[config.mk]
export PLATFORM = sky130hd
export DESIGN_NAME = type_keyword_recognizer
export DESIGN_NICKNAME = d
export VERILOG_FILES = /design/src/rtl/tkr_pkg.sv /design/src/rtl/tkr_match.sv /design/src/rtl/type_keyword_recognizer.sv
export SDC_FILE = /design/constraint.sdc
export NUM_CORES = 1
export LEC_CHECK = 0
export BUFFER_PORTS_ARGS = -buffer_cell sky130_fd_sc_hd__buf_2
export CAP_MARGIN = 25
export CORE_MARGIN = 2
export CORE_UTILIZATION = 56
export CTS_CLUSTER_DIAMETER = 80
export DETAILED_ROUTE_END_ITERATION = 16
export GPL_TIMING_DRIVEN = 0
export PLACE_DENSITY = 0.86
export SLEW_MARGIN = 15
export SYNTH_ARGS = -nofsm -noshare
export SYNTH_HDL_FRONTEND = slang
export SYNTH_SLANG_ARGS = --single-unit
[constraint.sdc]
create_clock -name i_clk -period 3.2 [get_ports i_clk]
set_clock_uncertainty 0.05 [all_clocks]
set_input_delay 0.16 -clock i_clk [delete_from_list [all_inputs] [get_ports i_clk]]
set_output_delay 0.16 -clock i_clk [all_outputs]
set_load 0.05 [all_outputs]
[src/rtl/tkr_pkg.sv]
// Package: keyword table, type codes and character helpers for the type keyword recogniser
`default_nettype none

package tkr_pkg;

    // Name position counter and limits
    localparam int POS_W        = 6;
    localparam int MAX_NAME_LEN = 32;
    localparam int KW_COUNT     = 27;
    localparam int KW_ROOM      = 18;
    localparam int KW_TEXT_W    = 8 * KW_ROOM;

    typedef logic [7:0]          t_char;
    typedef logic [KW_COUNT-1:0] t_kw_mask;

    // Type codes as given on the result channel
    typedef enum logic [3:0] {
        TYPE_UNDEF   = 4'd0,
        TYPE_U8      = 4'd1,
        TYPE_U16     = 4'd2,
        TYPE_U32     = 4'd3,
        TYPE_U64     = 4'd4,
        TYPE_S8      = 4'd5,
        TYPE_S16     = 4'd6,
        TYPE_S32     = 4'd7,
        TYPE_S64     = 4'd8,
        TYPE_FLOAT   = 4'd9,
        TYPE_DOUBLE  = 4'd10,
        TYPE_WRAPPER = 4'd11
    } t_type_code;

    // Keyword text, right aligned: the first character sits in the highest used byte
    localparam logic [KW_TEXT_W-1:0] KW_TEXT [KW_COUNT] = '{
        KW_TEXT_W'("u8"), KW_TEXT_W'("u16"), KW_TEXT_W'("u32"), KW_TEXT_W'("u64"),
        KW_TEXT_W'("s8"), KW_TEXT_W'("s16"), KW_TEXT_W'("s32"), KW_TEXT_W'("s64"),
        KW_TEXT_W'("float"), KW_TEXT_W'("double"),
        KW_TEXT_W'({"unsigned", "_8"}), KW_TEXT_W'({"unsigned", "_16"}),
        KW_TEXT_W'({"unsigned", "_32"}), KW_TEXT_W'({"unsigned", "_64"}),
        KW_TEXT_W'({"signed", "_8"}), KW_TEXT_W'({"signed", "_16"}),
        KW_TEXT_W'({"signed", "_32"}), KW_TEXT_W'({"signed", "_64"}),
        KW_TEXT_W'("unsigned_byte"), KW_TEXT_W'("signed_byte"),
        KW_TEXT_W'("unsigned_int"), KW_TEXT_W'("signed_int"),
        KW_TEXT_W'("unsigned_long_long"), KW_TEXT_W'("signed_long_long"),
        KW_TEXT_W'({"byte", "_wrapper"}), KW_TEXT_W'("bytewrapper"),
        KW_TEXT_W'("wrapper")
    };

    localparam int KW_LEN [KW_COUNT] = '{
        2, 3, 3, 3, 2, 3, 3, 3, 5, 6,
        10, 11, 11, 11, 8, 9, 9, 9,
        13, 11, 12, 10, 18, 16, 12, 11, 7
    };

    localparam t_type_code KW_CODE [KW_COUNT] = '{
        TYPE_U8, TYPE_U16, TYPE_U32, TYPE_U64,
        TYPE_S8, TYPE_S16, TYPE_S32, TYPE_S64,
        TYPE_FLOAT, TYPE_DOUBLE,
        TYPE_U8, TYPE_U16, TYPE_U32, TYPE_U64,
        TYPE_S8, TYPE_S16, TYPE_S32, TYPE_S64,
        TYPE_U8, TYPE_S8, TYPE_U32, TYPE_S32,
        TYPE_U64, TYPE_S64,
        TYPE_WRAPPER, TYPE_WRAPPER, TYPE_WRAPPER
    };

    // Fold upper case to lower case, space to underscore
    function automatic t_char normalise_char(input t_char c);
        t_char r;
        r = c;
        if (c >= "A" && c <= "Z") begin
            r = c + 8'd32;
        end else if (c == " ") begin
            r = "_";
        end
        return r;
    endfunction

    // Byte size of a type code; wrapper and undefined have none
    function automatic logic [3:0] size_of_code(input t_type_code code);
        logic [3:0] s;
        unique case (code)
            TYPE_U8, TYPE_S8:                            s = 4'd1;
            TYPE_U16, TYPE_S16:                          s = 4'd2;
            TYPE_U32, TYPE_S32, TYPE_FLOAT:              s = 4'd4;
            TYPE_U64, TYPE_S64, TYPE_DOUBLE:             s = 4'd8;
            default:                                     s = 4'd0;
        endcase
        return s;
    endfunction

endpackage

`default_nettype wire

[src/rtl/tkr_match.sv]
// Parallel keyword comparator: narrows the live keyword set and picks the matching code
`default_nettype none

module tkr_match
    import tkr_pkg::*;
(
    input  wire t_char                  i_char,
    input  wire logic [POS_W-1:0]       i_pos,
    input  wire t_kw_mask               i_alive,
    output t_kw_mask                    o_alive,
    output t_type_code                  o_code
);

    t_char norm_char;

    assign norm_char = normalise_char(i_char);

    // One compare per keyword against the byte at the current position
    always_comb begin
        int   sh;
        logic keep;
        o_alive = '0;
        for (int k = 0; k < KW_COUNT; k++) begin
            keep = 1'b0;
            for (int i = 0; i < KW_ROOM; i++) begin
                sh = (i < KW_LEN[k]) ? (KW_LEN[k] - 1 - i) : 0;
                if (i < KW_LEN[k] && i_pos == POS_W'(i) &&
                    KW_TEXT[k][8*sh +: 8] == norm_char) begin
                    keep = 1'b1;
                end
            end
            o_alive[k] = i_alive[k] & keep;
        end
    end

    // Keyword complete at this length; the later table entry wins
    always_comb begin
        o_code = TYPE_UNDEF;
        for (int k = 0; k < KW_COUNT; k++) begin
            if (o_alive[k] &&
                ((POS_W+1)'(i_pos) + (POS_W+1)'(1)) == (POS_W+1)'(KW_LEN[k])) begin
                o_code = KW_CODE[k];
            end
        end
    end

endmodule

`default_nettype wire

[src/rtl/type_keyword_recognizer.sv]
// Top level: type name recogniser with input register, matcher state and result register
//
// Usage:
//   Slave channel takes one character of a type name per transaction on
//   i_s_tdata; i_s_tlast marks the final character of the name. Each
//   character is folded (upper to lower case, space to underscore) and
//   compared against all 27 type keywords at once.
//   Master channel gives one transaction per name, after its last
//   character: type code and byte size. Unknown names, proper prefixes
//   and names longer than 32 characters give code 0, size 0.
//   The result of a last character reaches the master side through the
//   input register, then the result register.
//   Throughput: one character per cycle unless a last character waits for
//   the result register, set by the combinational compare stage between the two registers.
//   Reset clears both pipeline valids and the name state, so the next
//   character starts a fresh name.
//   When the receiver stalls, the result register holds; characters that
//   are not last keep flowing, and a last character waits in the input
//   register until the result register is free.
`default_nettype none

module type_keyword_recognizer
    import tkr_pkg::*;
(
    input  wire logic       i_clk,
    input  wire logic       i_rst_n,
    // Slave channel
    input  wire logic       i_s_tvalid,
    output logic            o_s_tready,
    input  wire logic [7:0] i_s_tdata,   // [7:0] name_char
    input  wire logic       i_s_tlast,   // name_end
    // Master channel
    output logic            o_m_tvalid,
    input  wire logic       i_m_tready,
    output logic [7:0]      o_m_tdata    // [3:0] type_code, [7:4] size_bytes
);

    // Input register
    logic             r_in_valid;
    t_char            r_char;
    logic             r_end;

    // Name state
    logic [POS_W-1:0] r_pos,      n_pos;
    t_kw_mask         r_alive,    n_alive;
    logic             r_too_long, n_too_long;

    // Result register
    logic             r_out_valid;
    t_type_code       r_code;
    logic [3:0]       r_size;

    t_kw_mask         match_alive;
    t_type_code       match_code;
    t_type_code       res_code;
    logic             pos_full;
    logic             out_free;
    logic             advance;

    tkr_match u_match (
        .i_char  (r_char),
        .i_pos   (r_pos),
        .i_alive (r_alive),
        .o_alive (match_alive),
        .o_code  (match_code)
    );

    // Handshake control
    assign out_free   = !r_out_valid || i_m_tready;
    assign advance    = r_in_valid && (!r_end || out_free);
    assign o_s_tready = !r_in_valid || advance;
    assign pos_full   = r_pos >= POS_W'(MAX_NAME_LEN);

    // Next name state and result
    always_comb begin
        n_too_long = r_too_long | pos_full;
        n_alive    = pos_full ? r_alive : match_alive;
        n_pos      = r_pos;
        res_code   = n_too_long ? TYPE_UNDEF : match_code;
        if (r_end) begin
            n_pos      = '0;
            n_alive    = '1;
            n_too_long = 1'b0;
        end else if (!n_too_long && !pos_full) begin
            n_pos = r_pos + POS_W'(1);
        end
    end

    // Input register
    always_ff @(posedge i_clk) begin
        if (!i_rst_n) begin
            r_in_valid <= 1'b0;
        end else if (o_s_tready) begin
            r_in_valid <= i_s_tvalid;
        end
        if (o_s_tready) begin
            r_char <= i_s_tdata;
            r_end  <= i_s_tlast;
        end
    end

    // Name state registers
    always_ff @(posedge i_clk) begin
        if (!i_rst_n) begin
            r_pos      <= '0;
            r_alive    <= '1;
            r_too_long <= 1'b0;
        end else if (advance) begin
            r_pos      <= n_pos;
            r_alive    <= n_alive;
            r_too_long <= n_too_long;
        end
    end

    // Result register
    always_ff @(posedge i_clk) begin
        if (!i_rst_n) begin
            r_out_valid <= 1'b0;
        end else if (advance && r_end) begin
            r_out_valid <= 1'b1;
        end else if (i_m_tready) begin
            r_out_valid <= 1'b0;
        end
        if (advance && r_end) begin
            r_code <= res_code;
            r_size <= size_of_code(res_code);
        end
    end

    assign o_m_tvalid = r_out_valid;
    assign o_m_tdata  = {r_size, r_code};

endmodule

`default_nettype wire

# [Word level (Yosys, flattened, before mapping)]
# Memories as Yosys holds them, arrays and structs flattened. A register that Yosys moved wholly into a read port is not among the register bits.
# Index checks and enable logic that the tools add are counted.
[word_totals] reg_bits=49 latch_bits=0 mem_bits_rw=0 rom_bits=64 wordCells=393 memories=1
[mem_list] name="(name not given)" words=16 word_bits=4 rd=1 rd_ports_with_merged_regs=1 write_ports=0 line="tkr_pkg.sv:80" source="unique case (code)"
[op_classes] add_sub_neg=3 multipliers=0 div=0 n_lt_le_gt_ge=3 eq_ne=56 shift=0 n_mux=150 bitwise=28 reduce_logical=144
[op_table] op="$eq A7 B8 Y1 const A" n=18
[op_table] op="$logic_and A1 B1 Y1" n=131
[op_table] op="$mux W1" n=117
[op_table] op="$mux W4" n=21
[op_table] op="$mux W27" n=2
[op_table] op="$eq A6 B4 Y1 const B" n=8
[op_table] op="$eq A6 B8 Y1 const A" n=6
[op_table] op="$eq A7 B4 Y1 const B" n=6
[op_table] op="$and A1 B1 Y1" n=27
[op_table] op="$eq A6 B3 Y1 const B" n=4
[op_table] op="$eq A7 B3 Y1 const B" n=3
[op_table] op="$mux W8" n=2
[op_table] op="$eq A7 B2 Y1 const B" n=2
[op_table] op="$eq A7 B5 Y1 const B" n=2
[op_table] op="$eq A6 B2 Y1 const B" n=2
[op_table] op="$eq A6 B5 Y1 const B" n=2
[op_table] op="$mux W3" n=4
[op_table] op="$mux W6" n=2
[op_table] op="$add A8 B6 Y8 const B" n=1
[op_table] op="$eq A8 B6 Y1 const B" n=1
[op_table] op="$ge A8 B7 Y1 const B" n=1
[op_table] op="$le A8 B7 Y1 const B" n=1
[op_table] op="$add A6 B1 Y7 const B" n=1
[op_table] op="$add A6 B1 Y6 const B" n=1
[op_table] op="10 further kinds" n=19

# [Longest topological paths before layout]
[logic_depth] depth_word=37 mapped_depth=14

# [Modules after synthesis]
# From an unflattened synthesis, not the netlist that was laid out.
[hier_totals] cells_unflattened=514 area_unflattened_um2=4115.2
[by_module_without_submodules] mod="tkr_match" instances=1 cells_each=358 area_per_inst_um2=2108.3
[by_module_without_submodules] mod="type_keyword_recognizer" instances=1 cells_each=156 area_per_inst_um2=2006.9

# [Least setup slack after synthesis]
# Ideal clock, no wire load.
[synth_path] path_kind="flip-flop to flip-flop" start="reg r_char[5]" end="reg r_size[3] (data pin)" setup_time_ns=0.254 arrival_time_ns=3.165 required_time_ns=2.896 setup_slack_ns=-0.269 path_stages_with_launch=13 period_less_slack_ns=3.469 cell_sequence="edfxtp_1 ha_1 or3_1 a221o_1 clkbuf_1 a2111oi_1 o2111ai_1 a311oi_1 o31a_1 o21ai_1 a21oi_1 o21ai_1 o21a_1"
[synth_between] elab_chain_cells=37 word_cells_on_any_way=326
[synth_lines] item="from (decl)" line="type_keyword_recognizer.sv:40" source="t_char r_char;"
[synth_lines] item="from (signal assigned)" line="type_keyword_recognizer.sv:97" source="r_char <= i_s_tdata;"
[synth_lines] item="$ge A8 B7 Y1, or another cell as far along" line="tkr_pkg.sv:69" source="if (c >= \"A\" && c <= \"Z\") begin"
[synth_lines] item="$logic_and A1 B1 Y1 / $mux W8 (equally long branches)" line="tkr_pkg.sv:69, tkr_pkg.sv:71"
[synth_lines] item="$mux W8 (*)" line="tkr_pkg.sv:69"
[synth_lines] item="$eq A7 B8 Y1" line="tkr_match.sv:28" source="KW_TEXT[k][8*sh +: 8] == norm_char) begin"
[synth_lines] item="$logic_and A1 B1 Y1" line="tkr_match.sv:27" source="if (i < KW_LEN[k] && i_pos == POS_W'(i) &&"
[synth_lines] item="$mux W1 (2 in a row)" line="tkr_match.sv:27"
[synth_lines] item="$and A1 B1 Y1 / $mux W1 (equally long branches)" line="tkr_match.sv:32, tkr_match.sv:27"
[synth_lines] item="$logic_and A1 B1 Y1 / $and A1 B1 Y1 (equally long branches)" line="tkr_match.sv:40, tkr_match.sv:32"
[synth_lines] item="$mux W1 / $logic_and A1 B1 Y1 (equally long branches)" line="tkr_match.sv:40" source="if (o_alive[k] &&"
[synth_lines] item="$mux W2 (2 in a row)" line="tkr_match.sv:40"
[synth_lines] item="$mux W3 (4 in a row)" line="tkr_match.sv:40"
[synth_lines] item="$mux W4 (19 in a row)" line="tkr_match.sv:40"
[synth_lines] item="$mux W4 (*)" line="tkr_match.sv:40"
[synth_lines] item="$mux W4 (*)" line="type_keyword_recognizer.sv:79" source="res_code = n_too_long ? TYPE_UNDEF : match_code;"
[synth_lines] item="to (decl)" line="type_keyword_recognizer.sv:51" source="logic [3:0] r_size;"
# Mark *: on every way between the ends. The rest lies on a longest branch, timed or not.
# A chain may end at the register's enable or synchronous reset.

# [Worst setup path after layout]
[layout_path] start="reg r_char[5]" end="reg r_size[2] (data pin)"
# Same word-level chain as after synthesis.

==> summary by stage <==
Timing
The final worst-path setup slack is -0.467 ns. The maximum clock frequency is 0.273 GHz. In this run the tightest slew margin relative to its limit is 39.2%. Setup repair after global routing could not meet its margin everywhere.

The final-report max-slew violation count came to 0. Hold is met by 0.0365 ns. After layout, the minimum clock period comes to 3.67 ns. The transition time at the pin with the least slew margin is 0.908 ns. The final critical path takes up 115% of the cycle. The hold violation total from the final report was 0. The count of endpoints failing setup in the final report is 8.

Power
The static power due to leakage is 2.04 nW. Across the VDD grid, the largest voltage drop is 0.222 mV. The power density of the placed cells is 263 mW/mm2.

Routing
After the first detailed-routing iteration, the DRC count stood at 904. For this block, the routed nets add up to 16900 um of wire. The total DRC errors in the routed layout is 0.

The via count is 5352. The first TritonRoute pass finished after 7 iterations. The vias per cell is 7.10. In this run the remaining antenna-violating nets after routing total 0. After detailed routing, the average wire length per cell comes to 22.4 um.

Yosys
After synthesis, the largest family of logic cells by area is simple AND/OR/NAND/NOR gates. The share of cell area taken by muxes after synthesis is 0.980%. The per-instance average area after synthesis is 7.61 um2. The most common flop cell mapped by yosys is dfxtp_1. In the post-synthesis netlist, the biggest area contributors are dfxtp_1 (17%), edfxtp_1 (12%), nand2_1 (6.6%), o21ai_0 (5.2%), nand3_1 (3.6%). The synthesized netlist devotes 0.403% of its cell area to XOR and XNOR gates. Summing the areas of all and, or, nand and nor instances in the mapped netlist gives 32.2% of the synthesized area. The mapped netlist covers 0.00434 mm2. The synthesized design contains 53 register bits. The number of enable flip-flop cells after synthesis is 17.

The count of synthesis-stage warnings from yosys is 0. The most area-hungry cell type in the Yosys netlist is dfxtp_1. Summed over its instances, the top area cell type makes up 16.6% of the synthesized netlist area. The cell count after synthesis came out at 571.

The synthesized netlist contains 80 unique library cells. The share of flip-flops with an asynchronous set or reset is 0%. The post-synthesis sequential area ratio is 28.3%. The number of nets in the synthesized netlist is 590. The fraction of the mapped netlist area in adder cells is 1.73%. The synthesized netlist devotes 31.7% of its cell area to compound gates.

Final layout
In the final design database the tool counted 670 nets. The final standard cell utilization of the core is 75.9%. The number of antenna diodes in the final layout is 0. In the layout the commonest cells are nand2_1 (71), buf_4 (48), o21ai_0 (42). The area of all placed cells without fillers is 0.00577 mm2.

The library cell used most frequently in the layout, excluding fill and tap cells, is nand2_1. The area added between synthesis and finish is 32.9%. The number of filler cells placed in the layout is 551. The ratio of cells with drive above 1 in the final layout is 31.9%.

Worst setup path
The signal on the critical path passes through ha_4 > or3_1 > a221o_1 > a211oi_2 > a21oi_2 > o41ai_2 > o211ai_1 > a211o_1 > and4b_2 > o41ai_4 > buf_4 > xnor2_1 > nor2_1. Of all nets on the critical path, the largest fanout is 3. For the worst setup path, the data required time is 3.25 ns.

The worst stage delay on the critical path is 0.47 ns. The kind of critical path is register to register. At the worst endpoint, the arrival time is 3.72 ns.

The startpoint class of the critical path is a register. The endpoint type of the worst setup path is a register. For this design, the slowest cell found on the critical path is edfxtp_1.

GRT
For this run, the total global-route usage over all layers was measured as 39.5%. The remaining global-route overflow is 0. The first global-routing pass estimated 26600 um of wire. The initial antenna violation count is 0. The via count of the first global-routing pass came to 5058. The maximum number of pins on one net before global-route repair is 19.

Clock tree
Clock-pin slew was measured on the worst setup and hold paths at 0.12 ns. The H-tree level count is 2. The clock sink count is 53.

The TritonCTS clock tree is done. In this run the clock root is driven by a clkbuf_8. The longest clock path from root to sink contains 2 buffers. The latest clock arrival within the worst-skew pair is 0.34 ns. The number of CTS-inserted buffers is 5.

Run status
The final reports fail on setup timing. The flow ran to the end, but the final reports show violations.

Die
The I/O pin count is 23. After floorplanning, the core was divided into 32 placement rows. The die is 92.1 um tall. The die is 92.1 um wide.

The floorplan step defined a die boundary enclosing 0.00848 mm2. Once the floorplan was initialized, standard cells occupied 57.1% of the core. The area inside the core boundary is 0.00761 mm2.

Flow run
The number of maximum-capacitance violations is 0.

Place
The post-detailed-placement half-perimeter wirelength is 11500 um. The port buffer count is 22. The cell area reported after detailed placement is 0.00463 mm2. Before CTS, the worst setup slack after placement is -0.940 ns.

At the end of routability-driven placement, the weighted congestion stood at 1.04.

Hold path
The classification of the worst-slack hold path is input pin to register.
synthesized netlist by cell type, drive strengths merged (10+ instances only):
cell type   n
and2       10
and3       13
nand2      76
buf        10
nand4      17
nor2b      19
inv        13
nand3      31
clkbuf     29
a211oi     11
o22ai      13
o21ai      54
edfxtp     17
dfxtp      36
nor2       42
a21oi      27
nor3       13
report_power, final:
part / leakage (nW) / internal, mW / total, mW / switching, mW
sequential: 0.471 / 0.727 / 0.754 / 0.0267
combinational: 1.53 / 0.122 / 0.326 / 0.204
clock: 0.0423 / 0.160 / 0.440 / 0.280
total: 2.04 / 1.01 / 1.52 / 0.511
repair_timing:
item                       CTS  global route
hold endpoints to repair     9             0
resized for setup           99            53
hold buffers                 9             0
setup endpoints to repair   16            15
pin swaps                   23            18
setup buffers               31            15
area by class of cell:
class / instances / area, um2 / share of cell area (%)
plain buffers: 36 / 203 / 3.51
clock buffers: 5 / 68.8 / 1.19
clock inverters: 3 / 26.3 / 0.455
inverters: 13 / 48.8 / 0.845
multi-input cells: 466 / 3510 / 60.7
flip-flops and latches: 53 / 1230 / 21.4
well taps: 102 / 128 / 2.21
repair buffers: 76 / 558 / 9.67
cells by family after synthesis:
logic type / Yosys count
simple gates: 264
compound gates: 190
flops: 53
buf+inv: 52
fa+ha+maj: 6
mux: 4
xor+xnor: 2
final timing paths:
check                          startpoint                       to  slack (ns)  depth (start not counted)
hold / removal                 i_s_tvalid  r_in_valid$_SDFFE_PN0P_        0.04                          3
setup reg to reg      r_char[5]$_DFFE_PP_      r_size[2]$_DFFE_PP_       -0.47                         13
hold reg to reg   r_alive[6]$_SDFFE_PN1P_  r_alive[6]$_SDFFE_PN1P_        0.42                          2
setup / recovery      r_char[5]$_DFFE_PP_      r_size[2]$_DFFE_PP_       -0.47                         13
per-layer routing:
metal	global-route usage, %	vias up	wire length, um
met1	52.7	2494	6510
met4	19.7	0	1030
met3	8.79	116	1990
li1	-	2331	-
met5	0	-	0
met2	60.1	411	7360
registers in the layout (all words and copies together) (netlist names):
name	count
o_m_tvalid	1
r_alive	27
r_pos	6
r_too_long	1
r_code	4
r_size	4
r_end	1
r_char	8
r_in_valid	1
critical path, delay by kind of cell, from the launching register on:
kind                     cells  cell delay (ns)
XOR/XNOR                     1             0.11
AND/OR/NAND/NOR              3             0.67
flip-flops                   1             0.47
AO/OA/AOI/OAI                7             1.68
adder cells (fa/ha/maj)      1             0.27
buffers and inverters        1             0.19
per-stage QoR:
| stage | setup TNS, ns | power [mW] | cells |
|---|---|---|---|
| floorplan | -0.389 | 0.915 | 571 |
| global placement | -6.52 | 0.983 | 695 |
| detailed placement | -7.12 | 0.989 | 695 |
| CTS | -2.10 | 1.46 | 740 |
| global route | -3.50 | 1.56 | 754 |
| finish | -2.69 | 1.52 | 754 |
No activity file was read; power rests on OpenSTA's default activity.
